## config.mk

```make
export PLATFORM = sky130hd
export DESIGN_NAME = sppm_cell
export DESIGN_NICKNAME = d
export VERILOG_FILES = /design/src/design/sppm_pkg.sv /design/src/design/sppm_cell.sv
export SDC_FILE = /design/constraint.sdc
export NUM_CORES = 1
export LEC_CHECK = 0
export ABC_AREA = 1
export BUFFER_PORTS_ARGS = -buffer_cell sky130_fd_sc_hd__buf_4
export CAP_MARGIN = 20
export CORE_MARGIN = 8
export CORE_UTILIZATION = 40
export DETAILED_ROUTE_END_ITERATION = 16
export PLACE_DENSITY_LB_ADDON = 0.05
export SKIP_LAST_GASP = 1
export SYNTH_ARGS = -nofsm -noshare
export SYNTH_HDL_FRONTEND = slang
export SYNTH_SLANG_ARGS = --single-unit
```

## constraint.sdc

```tcl
create_clock -name clk_i -period 2.2 [get_ports clk_i]
set_input_delay 0.33 -clock clk_i [delete_from_list [all_inputs] [get_ports clk_i]]
set_output_delay 0.33 -clock clk_i [all_outputs]
set_load 0.05 [all_outputs]
```

## src/design/sppm_pkg.sv

```systemverilog
// sppm_pkg: sizes, opcodes, controller states and the term record shared by
// the sparse polynomial multiplier, its channel interfaces and its cells.
// No dependencies.
package sppm_pkg;

  localparam int FIRST_TERMS   = 8;
  localparam int SECOND_TERMS  = 8;
  localparam int PRODUCT_TERMS = 64;

  localparam int OPCODE_W    = 2;
  localparam int TERM_POW_W  = 7;
  localparam int TERM_COEF_W = 16;
  localparam int OUT_POW_W   = 8;
  localparam int OUT_COEF_W  = 38;
  localparam int PROD_W      = 2 * TERM_COEF_W;

  localparam int A_CNT_W = $clog2(FIRST_TERMS + 1);
  localparam int B_CNT_W = $clog2(SECOND_TERMS + 1);
  localparam int A_IDX_W = (FIRST_TERMS > 1) ? $clog2(FIRST_TERMS) : 1;
  localparam int B_IDX_W = (SECOND_TERMS > 1) ? $clog2(SECOND_TERMS) : 1;

  // cycles from the last issued pair until the chain holds no token
  localparam int FLUSH_CYCLES = PRODUCT_TERMS + 3;
  localparam int FLUSH_W      = $clog2(FLUSH_CYCLES);

  typedef enum logic [OPCODE_W-1:0] {
    OP_LOAD_FIRST  = 2'd0,
    OP_LOAD_SECOND = 2'd1,
    OP_MULTIPLY    = 2'd2
  } opcode_e;

  typedef enum logic [2:0] {
    ST_IDLE,
    ST_ISSUE,
    ST_FLUSH,
    ST_DRAIN,
    ST_EMPTY
  } state_e;

  // product token traveling down the chain, and the entry a cell holds
  typedef struct packed {
    logic                         valid;
    logic [OUT_POW_W-1:0]         power;
    logic signed [OUT_COEF_W-1:0] coef;
  } term_t;

endpackage

```

## src/design/sppm_cell.sv

```systemverilog
// sppm_cell: one entry of the product table. Merges a passing token of equal
// power, claims a token when empty, else forwards it; shifts entries on drain.
// Depends on sppm_pkg.
module sppm_cell (
  input  logic            clk_i,
  input  logic            rst_ni,
  input  logic            shift_i,
  input  sppm_pkg::term_t tok_i,
  input  sppm_pkg::term_t ent_i,
  output sppm_pkg::term_t tok_o,
  output sppm_pkg::term_t ent_o
);
  import sppm_pkg::*;

  term_t ent_q, ent_d;
  term_t tok_q, tok_d;
  logic  match;
  logic  claim;

  always_comb begin
    match       = tok_i.valid && ent_q.valid && (ent_q.power == tok_i.power);
    claim       = tok_i.valid && !ent_q.valid;
    ent_d       = ent_q;
    tok_d       = tok_i;
    tok_d.valid = tok_i.valid && !match && !claim;
    priority if (shift_i) begin
      ent_d       = ent_i;
      tok_d.valid = 1'b0;
    end else if (match) begin
      ent_d.coef = ent_q.coef + tok_i.coef;
    end else if (claim) begin
      ent_d = tok_i;
    end else begin
      ent_d = ent_q;
    end
  end

  always_ff @(posedge clk_i or negedge rst_ni) begin
    if (!rst_ni) begin
      ent_q <= '0;
      tok_q <= '0;
    end else begin
      ent_q <= ent_d;
      tok_q <= tok_d;
    end
  end

  assign tok_o = tok_q;
  assign ent_o = ent_q;

endmodule

```

# Word level (Yosys, flattened, before mapping)
# Index checks and enable logic that the tools add are counted.
# op_classes
addsub,1
eq_ne,2
n_mux,5
n_reduce_logical,11
# op_table
op,n
47-bit two-way mux,2
38-bit adder,1
38-bit two-way mux,1
9-bit two-way mux,1
8-bit == test,1
1-bit logical AND,5
1-bit logical NOT,3
3-bit nonzero test,1
2-bit inequality test (second input constant),1
2-bit AND reduction,1
2-bit nonzero test,1
1-bit two-way mux,1
# totals
ff_bits,94
inputBits,97
out_inout_bits,94
wordCells,25

# Logic depth before layout (Yosys ltp)
# Gate-level depths: netlist of the first run.
# depth
depth_word,6
ltp_mapped,17
depth_no_buf,17

# Worst setup path after synthesis of the first run
# OpenSTA, ideal clock, no wires.
# synth_path
kind,reg-to-reg
startpoint,"register ent_q, in the netlist ent_o[0]"
endpoint,"register ent_q, in the netlist ent_o[24]"
setup_ps,118
arrival_time_ps,2249
required_time_ps,2082
setup_slack_ps,-167
path_stages_with_launch,18
path_buffers,0
synth_period_minus_slack_ps,2367
path_cell_list,dfrtp_1 ha_1 inv_1 fa_1 inv_1 nand3_1 nand3_1 nand2_1 nand2_1 nand2_1 nand2_1 nand2_1 nand2_1 nand2_1 nand3_1 nand2_1 nand2_1 nand2_1
# synth_between
elab_chain_len,3
# synth_rtl
item,line,rtl
from (decl),sppm_cell.sv:15,"term_t ent_q, ent_d;"
from (signal assigned),sppm_cell.sv:43,ent_q <= ent_d;
38-bit adder,sppm_cell.sv:30,ent_d.coef = ent_q.coef + tok_i.coef;
38-bit two-way mux,sppm_cell.sv:29,end else if (match) begin
47-bit two-way mux,sppm_cell.sv:26,priority if (shift_i) begin
# No other way between the ends.
# A chain may end at the register's enable or synchronous reset.

# Worst setup path after layout of the first run
# layout_path
startpoint,"register ent_q, in the netlist ent_o[19]"
endpoint,"register ent_q, in the netlist ent_o[20]"
# The elaborated chain is that of the path after synthesis.

==> results of run 1 <==
## synthesized netlist by cell type (2+ instances only)
library cell	n
nand3_1	74
buf_4	2
buf_1	3
or2_2	5
o21a_1	2
xor2_1	16
buf_2	6
ha_1	37
nand3b_1	4
nor2_1	127
buf_6	3
clkbuf_1	10
o21ai_0	14
o22ai_1	2
o21ai_2	5
nor3_1	6
o21bai_1	4
a21oi_1	74
nand2_1	385
inv_1	113
nor2_4	2
dfrtp_1	94
xnor2_1	6
## flip-flops by register name, indices dropped and copies added, names as in the netlist
signal	flops
ent_o	47
tok_o	47
## stage by stage
step / utilization, % / total power, uW
2_1_floorplan: - / 3760
3_3_place_gp: 54.1 / 4880
3_5_place_dp: 54.1 / 4880
4_1_cts: 56.2 / 6580
5_1_grt: 58.6 / 7140
6_report: 58.6 / 6730
## worst max-delay path: cells and delay by family, from the launching register on
| family | cells | cell delay, ns |
|---|---|---|
| and+or+nand+nor | 9 | 1.04 |
| DFF | 1 | 0.38 |
| adders and majority gates | 1 | 0.33 |
| AOI/OAI and AO/OA | 1 | 0.17 |
| buffers and inverters | 1 | 0.07 |
## cells by family after synthesis
group / Yosys count / share of synthesized area (%)
simple gates: 610 / 37.3
buf+inv: 139 / 8.49
compound gates: 103 / 8.42
flops: 94 / 35.6
fa+ha+maj: 38 / 7.30
xor+xnor: 22 / 2.91
## area by class of cell
type / instances / area share [%]
multi-input combinational: 773 / 42.5
sequential: 94 / 24.6
timing repair buffer: 274 / 22.3
inverter: 115 / 4.53
tap: 220 / 2.87
clock buffer: 10 / 2.39
clock inverter: 6 / 0.810
## what timing repair did
action / in CTS / in global routing
resized for setup: 7 / 60
buffers inserted: 0 / 8
endpoints found under the setup margin: 9 / 29
endpoints found under the hold margin: 20 / 0
pin swaps: 0 / 9
hold buffers: 1 / 0
## where the power goes
group	switching, uW	internal (uW)
clock network	750	905
logic	1880	1200
registers	119	1880
## worst max-delay path by stage
stage                          from        end
after floorplan            ent_o[9]  ent_o[19]
after global placement     tok_i[0]  ent_o[20]
after detailed placement   tok_i[0]  ent_o[20]
after CTS                  ent_o[9]  ent_o[35]
after global routing      ent_o[11]  ent_o[37]
final                     ent_o[19]  ent_o[20]
## metal layers
metal	wire length, um	vias up
met3	1500	19
met2	9850	209
li1	-	3669
met1	10800	3262
met5	0	-
met4	278	0
==> metrics.txt, run 1 <==
Avg WL per Cell=15.0 um; Cell Pwr Density=703 nW/um^2; M3 GR Usage=3.60%; Clock Sinks=94; clock skew=0.00888 ns; Hold Path End=tok_o[23]; most frequent cells in the layout=365 x nand2_1, 266 x buf_4, 119 x nor2_1, 110 x inv_1, 92 x dfrtp_1; status=completed; share of the synthesized area in the top cell type=35.6%; number of detailed-routing iterations run before antenna repair=5; share of post-route cells with drive strength above 1=29.0%; Syn Nets=1,141; CP Launch Type=flop; Starting Density=40.5%; final worst slack=0.107 ns; Crit Path Category=flop to flop; Most Used Layer, Global Route=met2; TritonCTS buffer count=9; vias post-DR=7,159; R2R Setup Slk=0.11 ns; CTS tree=done; Die X-Extent=145 um; Worst Path Required=2.45 ns; Die Span Y=145 um; Placed Area=8840 um^2; Min Clock Period, post-route=2.09 ns; reg2reg path depth=12; Layout Cells excl Fill=1,492; RSZ-0062 raised after global routing=yes; Final setup viols=0; setup TNS=0 ns; Crit-path slowest cell=dfrtp_1; CP Cell Sequence=ha_1 -> nand2_1 -> inv_1 -> nand2_1 -> nand2_1 -> a21oi_1 -> nand3_2 -> or2_2 -> nand3_2 -> nand3_1 -> nand2_1 -> nand2_1; Max-slew headroom=64.8%; dominant cell type by area after synthesis=dfrtp_1; vias in the first global route=6,990; GRT overflow=0; pre-CTS WS=-0.156 ns; H-tree levels=3; GP Congestion=0.941; CORE AREA=16,300 um^2; global-route wire length before repair=35.1 mm; number of library cell types mapped by synthesis=35; Fin Hold WS=0.0991 ns; total I/O pin count=191; Seq. cell area=2350 um^2; initial antenna violation count=0; CP max stage delay=0.38 ns; Post-Layout Inst Area=9580 um^2; actual slew at the worst max-slew pin=0.528 ns; clock slew at reported path FFs=0.07 ns; Setup crit end kind=flop; layout net count=1,402; fmax=478 MHz; clock latency on the worst-skew pair=0.36 ns; most frequent CP cell=nand2_1; Slew Limit Fails=0; Layout Area Growth over Synthesis=44.8%; detailed placement HPWL=17.6 mm; number of synthesized register bits=94; DRC errors left=0; pin count of the biggest net entering global routing=44; Layout fillers=1,641; fraction of registers with async set/reset=100%; WP data arrival=2.35 ns; Avg Vias per Cell=4.80; Root Buffer=clkbuf_16; most common cell after layout, fill and taps aside=nand2_1; die area=20,900 um^2; worst flop-to-flop path endpoint=ent_o[20]; Initial DRC Count=448; met1 Use GR=29.7%; port bufs=190; number of synthesized flops with an enable pin=0; maximum root-to-sink buffer count=2; Final Hold Violating Endpoints=0; Hold Path Class=input pin to flop; post-synthesis average cell area=6.58 um^2; Post-DRT Antenna Nets=0; wirelength, routed=22.4 mm; Leak=0.00512 uW; Total Routing Usage GR=21.5%; area of the multi-input gates=4070 um^2; critical path peak fanout=4; Post-Syn Instances=1,006; Syn Std Cell Area=6620 um^2; Placed Cells=1,467; Synth area leaders=dfrtp_1 36%, nand2_1 22%, nor2_1 7.2%, ha_1 7.0%, inv_1 6.4%; synthesis warning total=0; Hold Startpoint=tok_i[23]; Final period util=95.1%; n_diodes=0; hold depth=1; Main synth FF type=dfrtp_1; reg2reg start=ent_o[19]; GR met2 Demand/Resource=33.9%; Rows=47; maxcap violations=0; VDD IR-drop max=352 uV; fraction of the yosys area taken by sequential cells=35.6%
Power figures use the tool's default switching activity.
==> run 2: changes to the inputs <==
--- a/config.mk
+++ b/config.mk
@@ -5,7 +5,6 @@
 export SDC_FILE = /design/constraint.sdc
 export NUM_CORES = 1
 export LEC_CHECK = 0
-export ABC_AREA = 1
 export BUFFER_PORTS_ARGS = -buffer_cell sky130_fd_sc_hd__buf_4
 export CAP_MARGIN = 20
 export CORE_MARGIN = 8
==> run 2 against run 1 <==
Against the previous run: the run now ends with negative setup slack left; wire length shrank 4.5%; synthesized cell count shrank 35%; critical path depth shrank 2; largest cell class unchanged; non-clock buffer count grew 83; highest routed layer unchanged; core utilization grew 8.4 points; count of clock-buffer cells in the layout shrank 1; critical endpoint is now ent_o[25]; via count shrank 12%.
==> metrics.txt, run 2 <==
Synth top cells by count=94 x dfrtp_1, 90 x nand2_1, 64 x a21oi_1, 51 x o21ai_0, 37 x ha_1 (was 385 x nand2_1, 127 x nor2_1, 113 x inv_1, 94 x dfrtp_1); reg2reg path depth=10 (was 12); CP max stage delay=0.43 ns (was 0.38 ns); Setup crit end kind=flop (unchanged); TritonCTS buffer count=9 (unchanged); Synth area leaders=dfrtp_1 40%, ha_1 7.8%, nand2_1 5.7%, a21oi_1 5.4%, o21ai_0 4.3% (was dfrtp_1 36%, nand2_1 22%, nor2_1 7.2%, ha_1 7.0%, inv_1 6.4%); Sw Ratio=38.7% (was 40.8%); fraction of the yosys area taken by sequential cells=39.6% (was 35.6%); Layout Cells excl Fill=1,180 (was 1,492); maximum root-to-sink buffer count=2 (unchanged); cts hold-fix bufs=0 (was 1); Sequential Power Share=29.8% (was 29.7%); H-tree levels=3 (unchanged); vias in the first global route=6,594 (was 6,990); Placed Area=8890 um^2 (was 8840 um^2); Final Hold Violating Endpoints=0 (unchanged); Avg WL per Cell=18.1 um (was 15.0 um); port bufs=190 (unchanged); P_int=4080 uW (was 3990 uW); reg2reg start=ent_o[8] (was ent_o[19]); Leak=0.00461 uW (was 0.00512 uW); Cell Pwr Density=683 nW/um^2 (was 703 nW/um^2); Total Routing Usage GR=22.4% (was 21.5%); CP Cell Sequence=ha_4 -> a21oi_2 -> o21ai_2 -> or2_4 -> o211ai_4 -> a31oi_2 -> a211oi_2 -> mux2i_1 -> a31oi_1 -> a221o_1 (was ha_1 -> nand2_1 -> inv_1 -> nand2_1 -> nand2_1 -> a21oi_1 -> nand3_2 -> or2_2 -> nand3_2 -> nand3_1 -> nand2_1 -> nand2_1); initial antenna violation count=0 (unchanged); Post-DRT Antenna Nets=0 (unchanged); share of the synthesized area in the top cell type=39.6% (was 35.6%); number of synthesized flops with an enable pin=0 (unchanged); Crit Path Category=flop to flop (unchanged); WP data arrival=2.83 ns (was 2.35 ns); wirelength, routed=21.4 mm (was 22.4 mm); Critical Path Source=ent_o[8] (was ent_o[19]); dominant cell type by area after synthesis=dfrtp_1 (unchanged); n_diodes=0 (unchanged); Main synth FF type=dfrtp_1 (unchanged); detailed placement HPWL=16.3 mm (was 17.6 mm); Clk pwr share=23.5% (was 24.6%); clock slew at reported path FFs=0.07 ns (about the same); clock skew=0.00773 ns (was 0.00888 ns); critical path peak fanout=4 (unchanged); Syn Std Cell Area=5930 um^2 (was 6620 um^2); number of synthesized register bits=94 (unchanged); most common cell in the netlist=dfrtp_1 (was nand2_1); setup TNS=-6.78 ns (was 0 ns); number of detailed-routing iterations run before antenna repair=4 (was 5); Die X-Extent=138 um (was 145 um); Clock Sinks=94 (unchanged); sw power=2570 uW (was 2740 uW); Syn Nets=793 (was 1,141); share of post-route cells with drive strength above 1=50.7% (was 29.0%); fmax=386 MHz (was 478 MHz); RSZ-0062 raised after global routing=yes (unchanged); VDD IR-drop max=364 uV (was 352 uV); Crit path depth=10 (was 12); Layout fillers=1,198 (was 1,641); Layout Area Growth over Synthesis=64.1% (was 44.8%); Slew Limit Fails=0 (unchanged); most frequent cells in the layout=341 x buf_4, 83 x nand2_1, 69 x dfrtp_1, 51 x a21oi_1, 30 x o21ai_0 (was 365 x nand2_1, 266 x buf_4, 119 x nor2_1, 110 x inv_1, 92 x dfrtp_1); die area=19,000 um^2 (was 20,900 um^2); Fin Hold WS=0.0201 ns (was 0.0991 ns); Final period util=118% (was 95.1%); GP Congestion=0.865 (was 0.941); Final Util=67.0% (was 58.6%); CORE AREA=14,500 um^2 (was 16,300 um^2); Worst Path Required=2.44 ns (was 2.45 ns); Placed Cells=1,151 (was 1,467); WP buf/inv=0 (was 1); synthesis warning total=0 (unchanged); Post-Layout Inst Area=9740 um^2 (was 9580 um^2); most common cell after layout, fill and taps aside=buf_4 (was nand2_1); total I/O pin count=191 (unchanged); Root Buffer=clkbuf_16 (unchanged); CTS tree=done (unchanged); clock latency on the worst-skew pair=0.36 ns (about the same); final worst slack=-0.388 ns (was 0.107 ns); Top delay family on crit path=compound AO/OA/AOI/OAI gates (was simple AND/OR/NAND/NOR gates); number of library cell types mapped by synthesis=66 (was 35); post-synthesis average cell area=9.02 um^2 (was 6.58 um^2); Min Clock Period, post-route=2.59 ns (was 2.09 ns); DRC errors left=0 (unchanged); Crit-path slowest cell=dfrtp_2 (was dfrtp_1); layout net count=1,126 (was 1,402); actual slew at the worst max-slew pin=0.656 ns (was 0.528 ns); Initial DRC Count=359 (was 448); Final setup viols=26 (was 0); Logic pwr share=46.7% (was 45.7%); GRT overflow=0 (unchanged); Post-Syn Instances=658 (was 1,006); global-route wire length before repair=33.5 mm (was 35.1 mm); Avg Vias per Cell=5.34 (was 4.80); fraction of registers with async set/reset=100% (unchanged); pin count of the biggest net entering global routing=95 (was 44); maxcap violations=0 (unchanged); Hold Path Class=input pin to asynchronous set/reset pin (was input pin to flop); Rows=44 (was 47); status=finished with violations (was completed); Die Span Y=138 um (was 145 um); CP Launch Type=flop (unchanged); Starting Density=40.8% (was 40.5%); failing checks=negative setup slack; vias post-DR=6,306 (was 7,159); Max-slew headroom=55.1% (was 64.8%)
run 2: cell types whose count changed after synthesis, moves of 25 or more:
cell,before,now
a21o_1,0,25
nor2_1,127,31
o21ai_0,14,51
nand2_1,385,90
inv_1,113,20
nand3_1,74,13
run 2: worst paths after layout:
check                            end  slack (ns)
setup / recovery           ent_o[25]       -0.39
hold / removal             tok_o[20]        0.02
setup reg to reg           ent_o[25]       -0.39
hold reg to reg             ent_o[5]        0.60
max in group asynchronous   ent_o[8]        1.73
min in group clk_i          tok_o[9]        0.09
run 2: metrics by stage:
| stage | power (uW) | worst slack, ns |
|---|---|---|
| 2_1_floorplan | 3610 | -0.386 |
| 3_3_place_gp | 4770 | -0.524 |
| 3_5_place_dp | 4810 | -0.580 |
| 4_1_cts | 6540 | -0.375 |
| 5_1_grt | 7000 | -0.512 |
| 6_report | 6650 | -0.388 |
run 2: timing repair:
| action | 4_1_cts | 5_1_grt |
|---|---|---|
| pin swaps | 47 | 48 |
| resized for setup | 51 | 55 |
| gates cloned | 0 | 0 |
| buffers inserted | 11 | 10 |
| endpoints found under the setup margin | 30 | 37 |
run 2: kinds of logic after synthesis:
logic type | count (synthesis) | synth area share, %
buffers and inverters | 55 | 3.65
xor gates and xnor gates | 34 | 5.02
AOI/OAI and AO/OA | 227 | 25.0
and+or+nand+nor | 192 | 15.5
adders and majority gates | 38 | 8.14
DFF | 94 | 39.6
muxes | 18 | 3.04
run 2: power groups by stage:
stage               combinational, uW  clock [uW]  sequential, uW
finish                           3100        1560            1980
global route                     3330        1670            2000
CTS                              2960        1610            1980
detailed placement               2800           0            2010
global placement                 2770           0            2000
floorplan                        1110           0            2500
run 2: final cells by class:
class	instances	area [um^2]	share of cell area [%]
multi-input cells	509	3990	41.0
clock inverters	7	60.1	0.617
inverters	20	75.1	0.771
clock buffers	9	225	2.31
repair buffers	357	2780	28.5
flip-flops and latches	94	2380	24.5
well taps	184	230	2.36
run 2: per-layer routing:
metal / part of all wire [%] / global-route usage, %
met3: 7.3 / 4.67
met1: 42 / 27.8
met2: 49 / 37.9
met5: 0 / 0
met4: 1.8 / 7.58
==> run 3: changes to the inputs <==
--- a/config.mk
+++ b/config.mk
@@ -5,11 +5,11 @@
 export SDC_FILE = /design/constraint.sdc
 export NUM_CORES = 1
 export LEC_CHECK = 0
-export BUFFER_PORTS_ARGS = -buffer_cell sky130_fd_sc_hd__buf_4
 export CAP_MARGIN = 20
 export CORE_MARGIN = 8
 export CORE_UTILIZATION = 40
 export DETAILED_ROUTE_END_ITERATION = 16
+export DONT_BUFFER_PORTS = 1
 export PLACE_DENSITY_LB_ADDON = 0.05
 export SKIP_LAST_GASP = 1
 export SYNTH_ARGS = -nofsm -noshare
==> constraint.sdc (replaced) <==
create_clock -name clk_i -period 2.9 [get_ports clk_i]
set_input_delay 0.435 -clock clk_i [delete_from_list [all_inputs] [get_ports clk_i]]
set_output_delay 0.435 -clock clk_i [all_outputs]
set_load 0.05 [all_outputs]
==> run 3 against run 2 <==
Against the previous run: the flow finishes with violations (negative hold slack); critical path depth grew 2; cell area shrank 30%; clock skew grew 0.00087 ns; cell count shrank 26%; clock power shrank 14%; sequential power shrank 16%; hold slack lost 0.029 ns; core utilization shrank 20 points; via count shrank 20%; global-route usage shrank 2.6 points; critical path type unchanged; critical endpoint is now ent_o[22]; largest cell class unchanged; highest routed layer unchanged.
==> metrics.txt, run 3 (synthesized netlist as in run 2, its figures left out) <==
Root Buffer=clkbuf_16 (unchanged); Avg Vias per Cell=5.77 (was 5.34); Clock Sinks=94 (unchanged); vias post-DR=5,068 (was 6,306); layout net count=825 (was 1,126); Final Util=47.0% (was 67.0%); worst flop-to-flop path endpoint=ent_o[22] (was ent_o[25]); Die Span Y=138 um (unchanged); CTS tree=done (unchanged); critical path peak fanout=4 (unchanged); Layout Area Growth over Synthesis=15.1% (was 64.1%); Crit Path Category=flop to flop (unchanged); Die X-Extent=138 um (unchanged); final worst slack=0.161 ns (was -0.388 ns); Worst Path Required=3.15 ns (was 2.44 ns); fmax=365 MHz (was 386 MHz); clock latency on the worst-skew pair=0.35 ns (was 0.36 ns); pin count of the biggest net entering global routing=95 (unchanged); Top delay family on crit path=compound AO/OA/AOI/OAI gates (unchanged); Min Clock Period, post-route=2.74 ns (was 2.59 ns); WP data arrival=2.98 ns (was 2.83 ns); Crit-path slowest cell=dfrtp_1 (was dfrtp_2); actual slew at the worst max-slew pin=0.799 ns (was 0.656 ns); CP Cell Sequence=ha_1 -> inv_1 -> fa_1 -> nor2b_1 -> o31a_1 -> o31ai_4 -> a21oi_1 -> o21ai_1 -> nand2_1 -> a311oi_1 -> xor2_1 -> a221oi_1 (was ha_4 -> a21oi_2 -> o21ai_2 -> or2_4 -> o211ai_4 -> a31oi_2 -> a211oi_2 -> mux2i_1 -> a31oi_1 -> a221o_1); R2R Setup Slk=0.16 ns (was -0.39 ns); CP max stage delay=0.39 ns (was 0.43 ns); most common cell after layout, fill and taps aside=dfrtp_1 (was buf_4); Final setup viols=0 (was 26); GP Congestion=0.846 (was 0.865); Hold Path Class=input pin to asynchronous set/reset pin (unchanged); Post-DRT Antenna Nets=0 (unchanged); Fin Hold WS=-0.00913 ns (was 0.0201 ns); status=finished with violations (unchanged); global-route wire length before repair=29.0 mm (was 33.5 mm); DRC errors left=0 (unchanged); Placed Cells=862 (was 1,151); clock skew=0.00861 ns (was 0.00773 ns); Cell Pwr Density=637 nW/um^2 (was 683 nW/um^2); total I/O pin count=191 (unchanged); Leak=0.00309 uW (was 0.00461 uW); CP Capture Point=ent_o[22] (was ent_o[25]); n_diodes=0 (unchanged); reg2reg path depth=12 (was 10); number of detailed-routing iterations run before antenna repair=5 (was 4); setup TNS=0 ns (was -6.78 ns); setup bufs post-CTS=0 (was 11); CP Launch Type=flop (unchanged); Layout Cells excl Fill=879 (was 1,180); initial antenna violation count=0 (unchanged); vias in the first global route=5,174 (was 6,594); Rows=44 (unchanged); Avg WL per Cell=21.6 um (was 18.1 um); TritonCTS buffer count=9 (unchanged); most frequent cells in the layout=94 x dfrtp_1, 90 x nand2_1, 64 x a21oi_1, 54 x buf_4, 51 x o21ai_0 (was 341 x buf_4, 83 x nand2_1, 69 x dfrtp_1, 51 x a21oi_1, 30 x o21ai_0); clock slew at reported path FFs=0.07 ns (about the same); Starting Density=40.8% (unchanged); H-tree levels=3 (unchanged); Critical Path Source=ent_o[0] (was ent_o[8]); Final Hold Violating Endpoints=3 (was 0); die area=19,000 um^2 (unchanged); GRT overflow=0 (unchanged); Slew Limit Fails=0 (unchanged); maximum root-to-sink buffer count=2 (unchanged); port bufs=0 (was 190); RSZ-0062 raised after global routing=yes (unchanged); Crit path depth=12 (was 10); detailed placement HPWL=14.3 mm (was 16.3 mm); pre-CTS WS=0.0223 ns (was -0.580 ns); Total Routing Usage GR=19.8% (was 22.4%); WP buf/inv=1 (was 0); Final period util=94.4% (was 118%); Initial DRC Count=266 (was 359); Max-slew headroom=46.8% (was 55.1%); share of post-route cells with drive strength above 1=14.0% (was 50.7%); maxcap violations=0 (unchanged); CORE AREA=14,500 um^2 (unchanged); VDD IR-drop max=255 uV (was 364 uV); failing checks=negative hold slack (was negative setup slack); Setup crit end kind=flop (unchanged); reg2reg start=ent_o[0] (was ent_o[8]); wirelength, routed=19.0 mm (was 21.4 mm)
-- run 3: area by class of cell --
class	instances	area [um^2]
Timing Repair Buffer	56	453
Tap cell	184	230
Fill cell	1460	7710
Sequential cell	94	2350
Clock buffer	9	225
Clock inverter	7	106
Inverter	20	75.1
Multi-Input combinational cell	509	3390
-- run 3: through the flow --
step	power (uW)	cell area (um^2)
floorplan	2660	5930
global placement	3010	6460
detailed placement	3010	6460
CTS	4400	6820
global route	4570	6830
finish	4350	6830
-- run 3: worst min-delay path by stage --
stage / start / endpoint / slack, ns / cells past startpoint
global placement: rst_ni / tok_o[22] / 0.14 / 0
CTS: rst_ni / tok_o[18] / 0.02 / 1
floorplan: rst_ni / ent_o[0] / 0.14 / 0
detailed placement: rst_ni / tok_o[22] / 0.14 / 0
global route: rst_ni / ent_o[23] / 0.04 / 1
finish: rst_ni / ent_o[23] / -0.009 / 1
-- run 3: what timing repair did --
| action | 4_1_cts | 5_1_grt |
|---|---|---|
| hold buffers | 1 | 0 |
| endpoints found under the hold margin | 94 | 0 |
| endpoints found under the setup margin | 0 | 6 |
| resized for setup | 0 | 2 |
-- run 3: power breakdown --
| group | internal, uW | switching, uW |
|---|---|---|
| sequential | 1410 | 256 |
| clock | 770 | 568 |
| combinational | 509 | 832 |
-- run 3: routing by layer --
layer	GRT usage [%]	wire, um	vias to the layer above
met5	0	0	-
met4	6.99	354	0
met3	6.42	1760	18
met2	32.0	8950	168
met1	24.2	7960	2438
li1	-	-	2444
-- run 3: worst register-to-register path, cell delays in order, from the launching register on --
cell,delay [ns]
dfrtp_1,0.39
ha_1,0.20
inv_1,0.07
fa_1,0.18
nor2b_1,0.07
o31a_1,0.29
o31ai_4,0.30
a21oi_1,0.11
o21ai_1,0.21
nand2_1,0.10
a311oi_1,0.32
xor2_1,0.11
a221oi_1,0.29
